`src/hdl/rsa_pkg.sv`:
```
// Shared types and constants for the reference counted slot allocator.
// No dependencies; imported by the top level and its checker.
package rsa_pkg;

    localparam int SLOT_W   = 5;
    localparam int STATUS_W = 3;
    localparam int COUNT_W  = 16;
    localparam int CFG_W    = 6;

    localparam logic [CFG_W-1:0] SLOT_COUNT_RESET = 6'd32;

    typedef enum logic [1:0] {
        ACT_ACQUIRE,
        ACT_RETAIN,
        ACT_RELEASE,
        ACT_INIT
    } action_t;

    typedef enum logic [2:0] {
        STS_OK,
        STS_EMPTY,
        STS_RANGE,
        STS_UNDER,
        STS_OVER
    } status_t;

    typedef enum logic {
        S_IDLE,
        S_EXEC
    } state_t;

endpackage

```
`src/hdl/refcounted_slot_allocator.sv`:
```
// Reference counted slot allocator: free bitmap plus a count memory.
// Depends on rsa_pkg.

// An item is taken at an edge where start is high and busy is low. The count
// memory is read at that transfer edge into a read register, and in the
// next cycle, while busy is high, the count and the free bitmap are updated.
// The result appears on the result ports with done high for exactly one cycle
// right after that update cycle, and the receiver cannot stall it; a new item
// may be started in that same cycle, so a new item is taken only once the
// last one is through its update. Counts are cleared at reset and by the init
// action through per-slot valid flops, so there is no clearing pass. The cfg
// channel is always ready; it writes slot_count, which is applied only by init.
module refcounted_slot_allocator #(
    parameter int MAX_SLOTS  = 32,
    parameter int COUNT_BITS = 16
) (
    input  logic                          clk,
    input  logic                          rst_n,
    input  logic                          start,
    output logic                          busy,
    input  logic [1:0]                    action,
    input  logic [rsa_pkg::SLOT_W-1:0]    slot,
    output logic                          done,
    output logic [rsa_pkg::STATUS_W-1:0]  status,
    output logic [rsa_pkg::SLOT_W-1:0]    granted_slot,
    output logic [rsa_pkg::COUNT_W-1:0]   count_after,
    output logic                          slot_freed,
    input  logic                          cfg_valid,
    output logic                          cfg_ready,
    input  logic [rsa_pkg::CFG_W-1:0]     cfg_data
);
    import rsa_pkg::*;

    localparam int IDX_W     = (MAX_SLOTS > 1) ? $clog2(MAX_SLOTS) : 1;
    localparam int MEM_DEPTH = 1 << IDX_W;

    // control state
    state_t                 state_reg, state_next;
    logic                   done_reg;
    logic [MAX_SLOTS-1:0]   free_bits_reg, free_bits_next;
    logic [MEM_DEPTH-1:0]   valid_reg, valid_next;
    logic [CFG_W-1:0]       active_count_reg, active_count_next;
    logic [CFG_W-1:0]       slot_count_reg;

    // request and result payload
    action_t                action_reg;
    logic [SLOT_W-1:0]      slot_reg;
    status_t                status_reg, status_next;
    logic [SLOT_W-1:0]      granted_reg, granted_next;
    logic [COUNT_W-1:0]     count_reg, count_next;
    logic                   freed_reg, freed_next;

    // count memory
    logic [COUNT_BITS-1:0]  count_mem [MEM_DEPTH];
    logic [COUNT_BITS-1:0]  rd_data_reg;
    logic                   mem_we;
    logic [IDX_W-1:0]       wr_addr;
    logic [COUNT_BITS-1:0]  wr_data;

    logic                   accept;
    logic [COUNT_BITS-1:0]  cnt, cnt_inc, cnt_dec;
    logic [MAX_SLOTS-1:0]   init_mask;
    logic [SLOT_W-1:0]      grant_idx;
    logic                   out_of_range;
    logic [COUNT_BITS+COUNT_W-1:0] cnt_wide, inc_wide, dec_wide;

    assign accept    = start && (state_reg == S_IDLE);
    assign cfg_ready = 1'b1;

    // next state
    always_comb
    begin
        case (state_reg)
            S_IDLE:  state_next = accept ? S_EXEC : S_IDLE;
            S_EXEC:  state_next = S_IDLE;
            default: state_next = S_IDLE;
        endcase
    end

    // outputs
    always_comb
    begin
        busy         = (state_reg == S_EXEC);
        done         = done_reg;
        status       = status_reg;
        granted_slot = granted_reg;
        count_after  = count_reg;
        slot_freed   = freed_reg;
    end

    // lowest free slot
    always_comb
    begin
        grant_idx = '0;
        for (int i = MAX_SLOTS - 1; i >= 0; i--)
        begin
            if (free_bits_reg[i])
            begin
                grant_idx = SLOT_W'(i);
            end
        end
    end

    always_comb
    begin
        for (int i = 0; i < MAX_SLOTS; i++)
        begin
            init_mask[i] = (CFG_W'(i) < slot_count_reg);
        end
    end

    // an entry not written since the last init reads as zero
    assign cnt          = valid_reg[slot_reg[IDX_W-1:0]] ? rd_data_reg : '0;
    assign cnt_inc      = cnt + 1'b1;
    assign cnt_dec      = cnt - 1'b1;
    assign cnt_wide     = {{COUNT_W{1'b0}}, cnt};
    assign inc_wide     = {{COUNT_W{1'b0}}, cnt_inc};
    assign dec_wide     = {{COUNT_W{1'b0}}, cnt_dec};
    assign out_of_range = ({1'b0, slot_reg} >= active_count_reg);

    // read-modify-write of the addressed slot
    always_comb
    begin
        free_bits_next    = free_bits_reg;
        valid_next        = valid_reg;
        active_count_next = active_count_reg;
        status_next       = STS_OK;
        granted_next      = '0;
        count_next        = '0;
        freed_next        = 1'b0;
        mem_we            = 1'b0;
        wr_addr           = slot_reg[IDX_W-1:0];
        wr_data           = cnt_inc;

        if (state_reg == S_EXEC)
        begin
            case (action_reg)
                ACT_INIT:
                begin
                    if ((slot_count_reg == '0) || (slot_count_reg > CFG_W'(MAX_SLOTS)))
                    begin
                        status_next = STS_RANGE;
                    end
                    else
                    begin
                        active_count_next = slot_count_reg;
                        free_bits_next    = init_mask;
                        valid_next        = '0;
                    end
                end
                ACT_ACQUIRE:
                begin
                    if (free_bits_reg == '0)
                    begin
                        status_next = STS_EMPTY;
                    end
                    else
                    begin
                        free_bits_next[grant_idx] = 1'b0;
                        valid_next[grant_idx[IDX_W-1:0]] = 1'b1;
                        mem_we       = 1'b1;
                        wr_addr      = grant_idx[IDX_W-1:0];
                        wr_data      = COUNT_BITS'(1);
                        granted_next = grant_idx;
                        count_next   = COUNT_W'(1);
                    end
                end
                ACT_RETAIN:
                begin
                    if (out_of_range)
                    begin
                        status_next = STS_RANGE;
                    end
                    else if (cnt == '1)
                    begin
                        status_next = STS_OVER;
                        count_next  = cnt_wide[COUNT_W-1:0];
                    end
                    else
                    begin
                        valid_next[slot_reg[IDX_W-1:0]] = 1'b1;
                        mem_we     = 1'b1;
                        wr_data    = cnt_inc;
                        count_next = inc_wide[COUNT_W-1:0];
                    end
                end
                ACT_RELEASE:
                begin
                    if (out_of_range)
                    begin
                        status_next = STS_RANGE;
                    end
                    else if (cnt == '0)
                    begin
                        status_next = STS_UNDER;
                    end
                    else
                    begin
                        valid_next[slot_reg[IDX_W-1:0]] = 1'b1;
                        mem_we  = 1'b1;
                        wr_data = cnt_dec;
                        if (cnt_dec == '0)
                        begin
                            free_bits_next[slot_reg] = 1'b1;
                            freed_next = 1'b1;
                        end
                        else
                        begin
                            count_next = dec_wide[COUNT_W-1:0];
                        end
                    end
                end
                default:
                begin
                    status_next = STS_OK;
                end
            endcase
        end
    end

    always_ff @(posedge clk or negedge rst_n)
    begin
        if (!rst_n)
        begin
            state_reg        <= S_IDLE;
            done_reg         <= 1'b0;
            free_bits_reg    <= '1;
            valid_reg        <= '0;
            active_count_reg <= CFG_W'(MAX_SLOTS);
            slot_count_reg   <= SLOT_COUNT_RESET;
        end
        else
        begin
            state_reg        <= state_next;
            done_reg         <= (state_reg == S_EXEC);
            free_bits_reg    <= free_bits_next;
            valid_reg        <= valid_next;
            active_count_reg <= active_count_next;
            if (cfg_valid && cfg_ready)
            begin
                slot_count_reg <= cfg_data;
            end
        end
    end

    always_ff @(posedge clk)
    begin
        if (accept)
        begin
            action_reg <= action_t'(action);
            slot_reg   <= slot;
        end
        if (state_reg == S_EXEC)
        begin
            status_reg  <= status_next;
            granted_reg <= granted_next;
            count_reg   <= count_next;
            freed_reg   <= freed_next;
        end
    end

    // count memory: read at transfer, write back during the update cycle
    always_ff @(posedge clk)
    begin
        if (mem_we)
        begin
            count_mem[wr_addr] <= wr_data;
        end
        if (accept)
        begin
            rd_data_reg <= count_mem[slot[IDX_W-1:0]];
        end
    end

endmodule

```
`config.mk`:
```
export PLATFORM = sky130hd
export DESIGN_NAME = refcounted_slot_allocator
export DESIGN_NICKNAME = d
export VERILOG_FILES = /design/src/hdl/rsa_pkg.sv /design/src/hdl/refcounted_slot_allocator.sv
export SDC_FILE = /design/constraint.sdc
export NUM_CORES = 1
export LEC_CHECK = 0
export BUFFER_PORTS_ARGS = -buffer_cell sky130_fd_sc_hd__clkbuf_2
export CAP_MARGIN = 5
export CORE_ASPECT_RATIO = 1.25
export CORE_MARGIN = 1.5
export CORE_UTILIZATION = 55
export CTS_CLUSTER_DIAMETER = 40
export DETAILED_ROUTE_END_ITERATION = 12
export GPL_TIMING_DRIVEN = 1
export PLACE_DENSITY_LB_ADDON = 0.12
export SYNTH_ARGS = -nofsm -noshare
export SYNTH_HDL_FRONTEND = slang
export SYNTH_SLANG_ARGS = --single-unit
```
`constraint.sdc`:
```
create_clock -name clk -period 6.6 [get_ports clk]
set_clock_uncertainty 0.2 [all_clocks]
set_input_delay 0.66 -clock clk [delete_from_list [all_inputs] [get_ports clk]]
set_output_delay 0.66 -clock clk [all_outputs]
set_load 0.01 [all_outputs]
```
==> results of run 1 <==
through the flow:
step	cells	hold WS (ns)
global placement	2498	0.2686
floorplan	1836	0.1644
finish	2645	0.03038
detailed placement	2498	0.2809
CTS	2644	0.004130
global route	2644	0.01237
layer usage:
| metal | wire, microns | part of all wire | global-route usage | vias up |
|---|---|---|---|---|
| met2 | 39240 | 0.49 | 0.4966 | 965 |
| met4 | 4714 | 0.058 | 0.1703 | 6 |
| li1 | - | - | - | 7545 |
| met1 | 30620 | 0.38 | 0.4155 | 9134 |
| met5 | 35 | 0.00043 | 0 | - |
| met3 | 6223 | 0.077 | 0.05129 | 226 |
cells by family (layout without fill, tap and decap cells):
logic type | count (synthesis) | after routing | synth area share
fa+ha+maj | 15 | 15 | 0.006605
other cells | 1 | 2 | 0.0001320
xor+xnor | 24 | 24 | 0.007398
flops | 638 | 638 | 0.6620
compound gates | 358 | 358 | 0.08182
buf+inv | 157 | 307 | 0.02184
simple gates | 435 | 435 | 0.07521
mux | 208 | 208 | 0.1450
cell type report:
cell class,instances,area [sq um],share of cell area
antenna,1,2.502,0.00007684
sequential,638,18810,0.5776
multi-input combinational,1041,9288,0.2852
tap,658,823.3,0.02528
inverter,31,116.4,0.003573
timing repair buffer,132,918.4,0.02820
clock inverter,52,540.5,0.01660
clock buffer,92,2068,0.06351
cell usage in the layout (no fill, tap or decap), types with 16 or more instances in the layout:
| cell | synthesis | routed |
|---|---|---|
| sky130_fd_sc_hd__edfxtp_1 | 560 | 560 |
| sky130_fd_sc_hd__mux4_2 | 160 | 160 |
| sky130_fd_sc_hd__nor2_1 | 116 | 116 |
| sky130_fd_sc_hd__nand2_1 | 108 | 108 |
| sky130_fd_sc_hd__buf_4 | 2 | 87 |
| sky130_fd_sc_hd__o21ai_0 | 86 | 84 |
| sky130_fd_sc_hd__a21oi_1 | 81 | 81 |
| sky130_fd_sc_hd__clkbuf_16 | 0 | 81 |
| sky130_fd_sc_hd__dfrtp_1 | 44 | 44 |
| sky130_fd_sc_hd__clkbuf_2 | 0 | 40 |
| sky130_fd_sc_hd__nand3_1 | 36 | 36 |
| sky130_fd_sc_hd__o31ai_1 | 34 | 34 |
| sky130_fd_sc_hd__dfstp_2 | 34 | 34 |
| sky130_fd_sc_hd__nor3_2 | 1 | 33 |
| sky130_fd_sc_hd__inv_1 | 29 | 29 |
| sky130_fd_sc_hd__nor3_1 | 61 | 29 |
| sky130_fd_sc_hd__mux2_2 | 28 | 28 |
| sky130_fd_sc_hd__o211ai_1 | 25 | 25 |
| sky130_fd_sc_hd__nor4_1 | 22 | 22 |
| sky130_fd_sc_hd__mux2i_1 | 20 | 20 |
| sky130_fd_sc_hd__a31oi_1 | 16 | 16 |
worst reg2reg max path: stages, from the launching register on:
cell	delay, ns
sky130_fd_sc_hd__edfxtp_1	0.97
sky130_fd_sc_hd__mux2i_1	0.30
sky130_fd_sc_hd__o22ai_1	0.12
sky130_fd_sc_hd__nor4_2	0.59
sky130_fd_sc_hd__buf_4	0.25
sky130_fd_sc_hd__mux2i_1	0.13
sky130_fd_sc_hd__nand2_1	0.17
sky130_fd_sc_hd__inv_1	0.11
sky130_fd_sc_hd__ha_1	0.26
sky130_fd_sc_hd__nand2_1	0.11
sky130_fd_sc_hd__nor3_1	0.08
sky130_fd_sc_hd__nand3_1	0.17
sky130_fd_sc_hd__nor2_1	0.19
sky130_fd_sc_hd__o221ai_1	0.43
sky130_fd_sc_hd__nand3_1	0.81
sky130_fd_sc_hd__nor3_2	0.38
sky130_fd_sc_hd__buf_4	0.30
report_power, final:
group | switching (mW) | internal, mW | leakage [nW] | total (mW)
logic | 0.799 | 0.410 | 3.47 | 1.21
clock network | 1.77 | 2.50 | 1.26 | 4.28
registers | 0.204 | 4.63 | 6.08 | 4.84
total | 2.78 | 7.54 | 10.8 | 10.3
worst max-delay path by stage:
stage,cells after the start,startpoint,slack (ns),to
global route,16,slot_reg[1],0.44,count_mem[8][4]
finish,16,slot_reg[1],0.67,count_mem[24][6]
floorplan,17,slot_reg[1],1.60,count_mem[10][0]
detailed placement,15,slot_reg[1],0.88,free_bits_reg[15]
CTS,15,slot_reg[1],0.87,free_bits_reg[14]
global placement,15,slot_reg[1],1.01,free_bits_reg[15]
==> out/summary.txt, run 1 <==
total design power: 10.32 mW
RR Endpoint: count_mem[24][6]
crit path kind: reg2reg
total number of vias: 17880
number of detailed-routing iterations run before antenna repair: 6
number of sinks driven by the clock tree: 638
share of cells above drive strength 1: 0.2754
Top Family by Delay on Critical Path: simple AND/OR/NAND/NOR gates
Endpoint, Worst Hold: action_reg[0]
clock transition at the register clock pins on the worst setup and hold paths after CTS: 0.05 ns
Total Neg Setup Slack: 0 ns
highest attainable clock frequency: 0.1687 GHz
number of fill cells in the layout: 3612
net count after synthesis: 1868
Required @ worst endpoint: 6.70 ns
EDFF count, synth: 560
result of the run: complete, no violations
clock tree from TritonCTS: done
ranking of synthesized cells by area: sky130_fd_sc_hd__edfxtp_1 59%, sky130_fd_sc_hd__mux4_2 13%, sky130_fd_sc_hd__dfrtp_1 3.9%
Port Buffer Count: 43
Via density: 6.758
number of antenna violations at the first check in global routing: 3
Reg2Reg Setup Slack: 0.67 ns
post-route design area: 32570 sq um
endpoint kind of the worst setup timing path: flop
Post-CTS Hold Fix Bufs: 2
gate count after technology mapping: 1836
Gates resized, CTS repair: 0
post-layout min period: 5.926 ns
WL final: 80.83 mm
Setup Viol. Count Final: 0
area after detailed placement: 29940 sq um
Distinct cells, synth: 77
antenna-violating nets left: 0
combined area of all synthesized cells: 28410 sq um
All-Layer GR Usage: 0.3130
final weighted congestion of routability-driven global placement: 1.015
standard-cell row count: 92
Avg Cell Area, Syn: 15.48 sq um
total congestion overflow: 0
number of clock buffers inserted by TritonCTS: 79
Yosys Warn Count: 0
average routed wire per standard cell: 30.56 microns
Synth top cells by count: 560 x sky130_fd_sc_hd__edfxtp_1, 160 x sky130_fd_sc_hd__mux4_2, 116 x sky130_fd_sc_hd__nor2_1, 108 x sky130_fd_sc_hd__nand2_1, 94 x sky130_fd_sc_hd__clkbuf_1
IO Pins: 45
Crit-path slowest cell: sky130_fd_sc_hd__edfxtp_1
Setup Buffers After CTS: 0
via count of the first global-routing pass: 17640
CP Max Fanout: 17
layout overhead on the synthesized area: 14.62%
post-layout utilization of the core: 0.6416
top-area cell type share of the netlist area: 0.5918
cell with the most instances after synthesis: sky130_fd_sc_hd__edfxtp_1
arrival time of data at the critical path endpoint: 6.03 ns
number of hold violations in the final report: 0
Starting Density: 0.5597
Critical Path Source Type: flop
flip-flop count of the largest register after layout: 512
fin. max-slew vios: 0
top_reg_cell synth: sky130_fd_sc_hd__edfxtp_1
crit path setup slack, layout: 0.6737 ns
wire length of the first global-routing pass: 118.8 mm
FF+latch count, synth: 638
total leakage power: 10.80 nW
beginning of the worst hold path: action[0]
final clock period utilization by the worst path: 0.8979
Worst Reg-to-Reg Cells: 16
slew at the pin with the worst max-slew slack: 1.247 ns
number of H-tree levels: 3
Root Buffer: sky130_fd_sc_hd__clkbuf_16
pin count of the biggest net entering global routing: 92
Worst VDD drop: 0.2725 mV
type of the worst min-delay path: in2reg
Final #Nets: 1955
clock latency on the worst-skew pair: 0.63 ns
number of stages on the worst hold path: 1
power density relative to cell area: 316.9 nW/um^2
die boundary height: 257.1 microns
share of synthesized flip-flops with an asynchronous set or reset: 0.1223
DRT iter0 DRCs: 2320
count of maximum capacitance violations: 0
die width: 206.3 microns
post-placement setup slack: 0.8822 ns
number of buffers and inverters on the critical path: 3
worst slew margin relative to its limit: 0.1685
HPWL after DPL: 52.15 mm
largest stage delay on the critical path: 0.97 ns
unrepaired setup endpoints after global routing: false
worst flop-to-flop path startpoint: slot_reg[1]
buffer depth of the longest clock path: 3
post-synthesis cell type with the largest combined area: sky130_fd_sc_hd__edfxtp_1
core area: 50760 sq um
series of cell instances along the critical path: mux2i_1 > o22ai_1 > nor4_2 > buf_4 > mux2i_1 > nand2_1 > inv_1 > ha_1 > nand2_1 > nor3_1 > nand3_1 > nor2_1 > o221ai_1 > nand3_1 > nor3_2 > buf_4
area of the die: 53040 sq um
Seq/Total Area, Yosys: 0.6620
count of unresolved DRC violations after routing: 0
Note: power is estimated with default switching activity, not from simulation.
==> run 2: changes to the inputs <==
Settings changed: RECOVER_POWER from default to 50.
==> out/summary.txt, run 2 (synthesis results as in run 1) <==
result of the run: finished with violations
highest attainable clock frequency: 0.1664 GHz
antenna-violating nets left: 0
crit path kind: reg2reg
Required @ worst endpoint: 6.57 ns
total design power: 10.31 mW
number of hold violations in the final report: 0
Reg2Reg Setup Slack: 0.59 ns
number of antenna violations at the first check in global routing: 3
count of maximum capacitance violations: 16
most frequent standard cell in the layout excluding fill and tap cells: sky130_fd_sc_hd__edfxtp_1
Total Neg Setup Slack: 0 ns
DRT iter0 DRCs: 2302
Finished Layout Cells: 2645
die width: 206.3 microns
type of the worst min-delay path: in2reg
slew at the pin with the worst max-slew slack: 3.178 ns
Critical Path Source Type: flop
post-placement setup slack: 0.8822 ns
WL final: 80.92 mm
Worst VDD drop: 0.2737 mV
Setup Viol. Count Final: 0
All-Layer GR Usage: 0.3130
highest-count cells in the layout ignoring fill and taps: 560 x sky130_fd_sc_hd__edfxtp_1, 160 x sky130_fd_sc_hd__mux4_2, 116 x sky130_fd_sc_hd__nor2_1, 108 x sky130_fd_sc_hd__nand2_1, 86 x sky130_fd_sc_hd__o21ai_0
Worst Reg-to-Reg Cells: 11
crit path setup slack, layout: 0.5887 ns
post-layout min period: 6.011 ns
buffer depth of the longest clock path: 3
number of cells in the design after placement: 2498
share of cells above drive strength 1: 0.2452
clock latency on the worst-skew pair: 0.63 ns
pin count of the biggest net entering global routing: 92
HPWL after DPL: 52.15 mm
Gates resized, CTS repair: 0
CP Max Fanout: 32
standard-cell row count: 92
flip-flop count of the largest register after layout: 512
number of sinks driven by the clock tree: 638
power spent charging and discharging nets: 2.773 mW
switching share of total power: 0.2690
core area: 50760 sq um
power density relative to cell area: 318.4 nW/um^2
fin. max-slew vios: 525
worst flop-to-flop path startpoint: slot_reg[1]
part of the total power dissipated in combinational logic: 0.116
endpoint kind of the worst setup timing path: flop
internal power component: 7.536 mW
Starting Density: 0.5597
portion of total power attributed to sequential cells: 0.470
Port Buffer Count: 43
area of the die: 53040 sq um
wire length of the first global-routing pass: 118.8 mm
area after detailed placement: 29940 sq um
number of stages on the worst hold path: 1
total number of vias: 17900
number of detailed-routing iterations run before antenna repair: 6
end point of the critical path: count_mem[9][8]
Final #Nets: 1955
via count of the first global-routing pass: 17640
crit path launch: slot_reg[1]
final weighted congestion of routability-driven global placement: 1.015
power share of the clock group: 0.415
final clock period utilization by the worst path: 0.9108
Min Hold Slack: 0.03181 ns
count of unresolved DRC violations after routing: 0
Root Buffer: sky130_fd_sc_hd__clkbuf_16
unrepaired setup endpoints after global routing: false
post-layout utilization of the core: 0.6378
failing checks: capacitance limit, slew limit
number of clock buffers inserted by TritonCTS: 79
total congestion overflow: 0
arrival time of data at the critical path endpoint: 5.98 ns
average routed wire per standard cell: 30.59 microns
post-route design area: 32380 sq um
clock transition at the register clock pins on the worst setup and hold paths after CTS: 0.06 ns
clock tree from TritonCTS: done
number of H-tree levels: 3
die boundary height: 257.1 microns
IO Pins: 45
layout overhead on the synthesized area: 13.95%
total leakage power: 10.63 nW
worst slew margin relative to its limit: -1.118
RR Endpoint: count_mem[9][8]
Via density: 6.766
==> run 2: cell types whose count changed in the layout (fill, tap and decap cells not counted), moves of 3 or more <==
cell,delta
sky130_fd_sc_hd__mux2_2,-5
sky130_fd_sc_hd__clkbuf_2,-23
sky130_fd_sc_hd__mux2_1,+5
sky130_fd_sc_hd__buf_4,-21
sky130_fd_sc_hd__and2_1,-3
sky130_fd_sc_hd__and2_0,+3
sky130_fd_sc_hd__clkbuf_1,+45
==> run 2: worst min-delay path by stage <==
stage	endpoint	slack (ns)	from
after floorplan	active_count_reg[0]	0.16	rst_n
after global placement	active_count_reg[3]	0.27	active_count_reg[3]
after detailed placement	active_count_reg[3]	0.28	active_count_reg[3]
after CTS	action_reg[0]	0.004	action[0]
after global routing	action_reg[0]	0.01	action[0]
final	action_reg[0]	0.03	action[0]
==> run 2: per-layer routing <==
metal	vias up	share of wire	track usage
li1	7552	-	-
met1	9117	0.38	0.4155
met2	986	0.49	0.4966
met3	235	0.077	0.05129
met4	6	0.059	0.1703
met5	-	0.00043	0
==> run 2: timing repair <==
| item | 4_1_cts | 5_1_grt |
|---|---|---|
| buffers inserted | 0 | 0 |
| hold endpoints to repair | 28 | 0 |
| hold buffers | 2 | 0 |
==> run 2: final cells by class <==
class | instances | area [sq um]
Clock inverter | 52 | 540.5
Sequential cell | 638 | 18810
Clock buffer | 92 | 2068
Timing Repair Buffer | 132 | 800.8
Inverter | 31 | 116.4
Fill cell | 3654 | 18390
Tap cell | 658 | 823.3
Antenna cell | 1 | 2.502
Multi-Input combinational cell | 1041 | 9216
==> run 2: power groups by stage <==
stage / sequential (mW) / clock (mW) / combinational (mW)
6_report: 4.84 / 4.28 / 1.19
5_1_grt: 4.85 / 4.50 / 1.27
4_1_cts: 4.82 / 4.33 / 1.19
3_5_place_dp: 4.90 / 0 / 1.19
3_3_place_gp: 4.90 / 0 / 1.17
2_1_floorplan: 4.80 / 0 / 0.764
==> run 2: critical path, cell delays in order, from the launching register on <==
cell and delay [ns]:
sky130_fd_sc_hd__edfxtp_1 0.96, sky130_fd_sc_hd__mux2i_1 0.30, sky130_fd_sc_hd__o22ai_1 0.12, sky130_fd_sc_hd__nor4_2 0.60, sky130_fd_sc_hd__clkbuf_1 0.27, sky130_fd_sc_hd__mux2i_1 0.18
sky130_fd_sc_hd__nand2_1 0.20, sky130_fd_sc_hd__ha_1 0.67, sky130_fd_sc_hd__nor2_1 0.20, sky130_fd_sc_hd__a311o_1 0.34, sky130_fd_sc_hd__o22ai_1 0.20, sky130_fd_sc_hd__clkbuf_1 1.25
==> run 3: changes to the inputs <==
Settings changed: PLACE_DENSITY from default to 0.71, PLACE_DENSITY_LB_ADDON 0.12 to default.
==> out/summary.txt, run 3 (synthesis results as in run 1) <==
Port Buffer Count: 43
Total Neg Setup Slack: 0 ns
Root Buffer: sky130_fd_sc_hd__clkbuf_16
series of cell instances along the critical path: clkbuf_1 > ha_1 > nand2_1 > o21ai_0 > a21oi_1 > or4b_1 > nand3_1 > nand2_1 > o21ai_0 > clkbuf_1
Top Family by Delay on Critical Path: buffers and inverters
All-Layer GR Usage: 0.3040
Crit-path slowest cell: sky130_fd_sc_hd__clkbuf_1
post-placement setup slack: 1.021 ns
failing checks: capacitance limit, slew limit
total number of vias: 17870
HPWL after DPL: 50.00 mm
area of the die: 53040 sq um
worst slew margin relative to its limit: -0.9311
crit path setup slack, layout: 0.4753 ns
Final #Nets: 1940
highest-count cells in the layout ignoring fill and taps: 560 x sky130_fd_sc_hd__edfxtp_1, 160 x sky130_fd_sc_hd__mux4_2, 116 x sky130_fd_sc_hd__nor2_1, 108 x sky130_fd_sc_hd__nand2_1, 86 x sky130_fd_sc_hd__o21ai_0
Critical Path Source Type: flop
WL final: 78.09 mm
count of unresolved DRC violations after routing: 0
wire length of the first global-routing pass: 116.8 mm
count of maximum capacitance violations: 13
die width: 206.3 microns
antenna-violating nets left: 0
clock transition at the register clock pins on the worst setup and hold paths after CTS: 0.06 ns
IO Pins: 45
arrival time of data at the critical path endpoint: 6.08 ns
die boundary height: 257.1 microns
pin count of the biggest net entering global routing: 91
core area: 50760 sq um
DRT iter0 DRCs: 2364
number of detailed-routing iterations run before antenna repair: 8
largest stage delay on the critical path: 1.29 ns
number of sinks driven by the clock tree: 638
final weighted congestion of routability-driven global placement: 0.9987
power density relative to cell area: 317.8 nW/um^2
clock latency on the worst-skew pair: 0.62 ns
crit path kind: reg2reg
standard-cell row count: 92
endpoint kind of the worst setup timing path: flop
number of clock buffers inserted by TritonCTS: 76
flip-flop count of the largest register after layout: 512
layout overhead on the synthesized area: 13.52%
average routed wire per standard cell: 29.66 microns
clock tree from TritonCTS: done
CP Max Fanout: 32
slew at the pin with the worst max-slew slack: 2.897 ns
Min Hold Slack: 0.01788 ns
type of the worst min-delay path: in2reg
post-layout min period: 6.125 ns
number of antenna violations at the first check in global routing: 3
Via density: 6.787
fin. max-slew vios: 385
total leakage power: 10.55 nW
result of the run: finished with violations
number of fill cells in the layout: 3588
total design power: 10.25 mW
unrepaired setup endpoints after global routing: false
via count of the first global-routing pass: 17870
total congestion overflow: 0
most frequent standard cell in the layout excluding fill and tap cells: sky130_fd_sc_hd__edfxtp_1
post-layout utilization of the core: 0.6354
buffer depth of the longest clock path: 3
Setup Viol. Count Final: 0
number of hold violations in the final report: 0
number of buffers and inverters on the critical path: 2
highest attainable clock frequency: 0.1633 GHz
share of cells above drive strength 1: 0.2391
Required @ worst endpoint: 6.56 ns
Worst VDD drop: 0.3143 mV
final clock period utilization by the worst path: 0.9280
number of H-tree levels: 3
Starting Density: 0.5597
[run 3: cell types whose count changed in the layout (fill, tap and decap cells not counted), moves of 2 or more]
cell / previous run / this run
sky130_fd_sc_hd__buf_4: 66 / 50
sky130_fd_sc_hd__inv_6: 14 / 8
sky130_fd_sc_hd__mux2_1: 5 / 0
sky130_fd_sc_hd__mux2_2: 23 / 28
sky130_fd_sc_hd__nor3_1: 31 / 36
sky130_fd_sc_hd__nor3_2: 31 / 26
sky130_fd_sc_hd__diode_2: 1 / 5
sky130_fd_sc_hd__clkbuf_1: 56 / 59
sky130_fd_sc_hd__clkbuf_16: 81 / 78
sky130_fd_sc_hd__clkbuf_8: 0 / 3
sky130_fd_sc_hd__inv_8: 3 / 6
sky130_fd_sc_hd__clkinv_2: 3 / 5
sky130_fd_sc_hd__o22ai_1: 17 / 15
sky130_fd_sc_hd__o22ai_2: 5 / 7
[run 3: repair_timing]
action / in CTS / in global routing
endpoints found under the hold margin: 23 / 0
hold buffers: 1 / 0
resized for setup: 0 / 0
setup buffers: 0 / 0
[run 3: stage by stage]
| stage | area, sq um | std cells |
|---|---|---|
| after detailed placement | 29830 | 2487 |
| after floorplan | 28410 | 1836 |
| after global routing | 32250 | 2630 |
| after CTS | 32430 | 2628 |
| after global placement | 29830 | 2487 |
| final | 32250 | 2633 |
[run 3: per-layer routing]
| metal | up-vias | track usage | part of all wire |
|---|---|---|---|
| li1 | 7508 | - | - |
| met1 | 9087 | 0.3932 | 0.37 |
| met2 | 1045 | 0.4917 | 0.50 |
| met3 | 227 | 0.06016 | 0.083 |
| met4 | 2 | 0.1516 | 0.050 |
| met5 | - | 0 | 0.00017 |
[run 3: path summary, 6_finish.rpt]
check	start	to	slack (ns)	cells past startpoint
worst max-delay path	slot_reg[1]	count_mem[29][1]	0.48	10
worst min-delay path	action[0]	action_reg[0]	0.02	1
worst max register to register	slot_reg[1]	count_mem[29][1]	0.48	10
worst min register to register	valid_reg[18]	valid_reg[18]	0.30	2
max in group asynchronous	rst_n	busy	1.85	3
min in group asynchronous	rst_n	valid_reg[3]	0.86	2
[run 3: cell type report]
| cell class | instances | area (sq um) | area share |
|---|---|---|---|
| flip-flops and latches | 638 | 18810 | 0.5832 |
| multi-input cells | 1041 | 9211 | 0.2856 |
| clock buffers | 89 | 2013 | 0.06242 |
| well taps | 658 | 823.3 | 0.02552 |
| repair buffers | 120 | 683.2 | 0.02118 |
| clock inverters | 51 | 584.3 | 0.01812 |
| inverters | 31 | 116.4 | 0.003608 |
| diodes | 5 | 12.51 | 0.0003879 |
[run 3: report_power, final]
part / switching [mW] / internal (mW) / total [mW] / leakage [nW]
combinational: 0.784 / 0.385 / 1.17 / 3.22
sequential: 0.200 / 4.64 / 4.84 / 6.08
clock: 1.75 / 2.49 / 4.24 / 1.26
total: 2.74 / 7.51 / 10.2 / 10.6
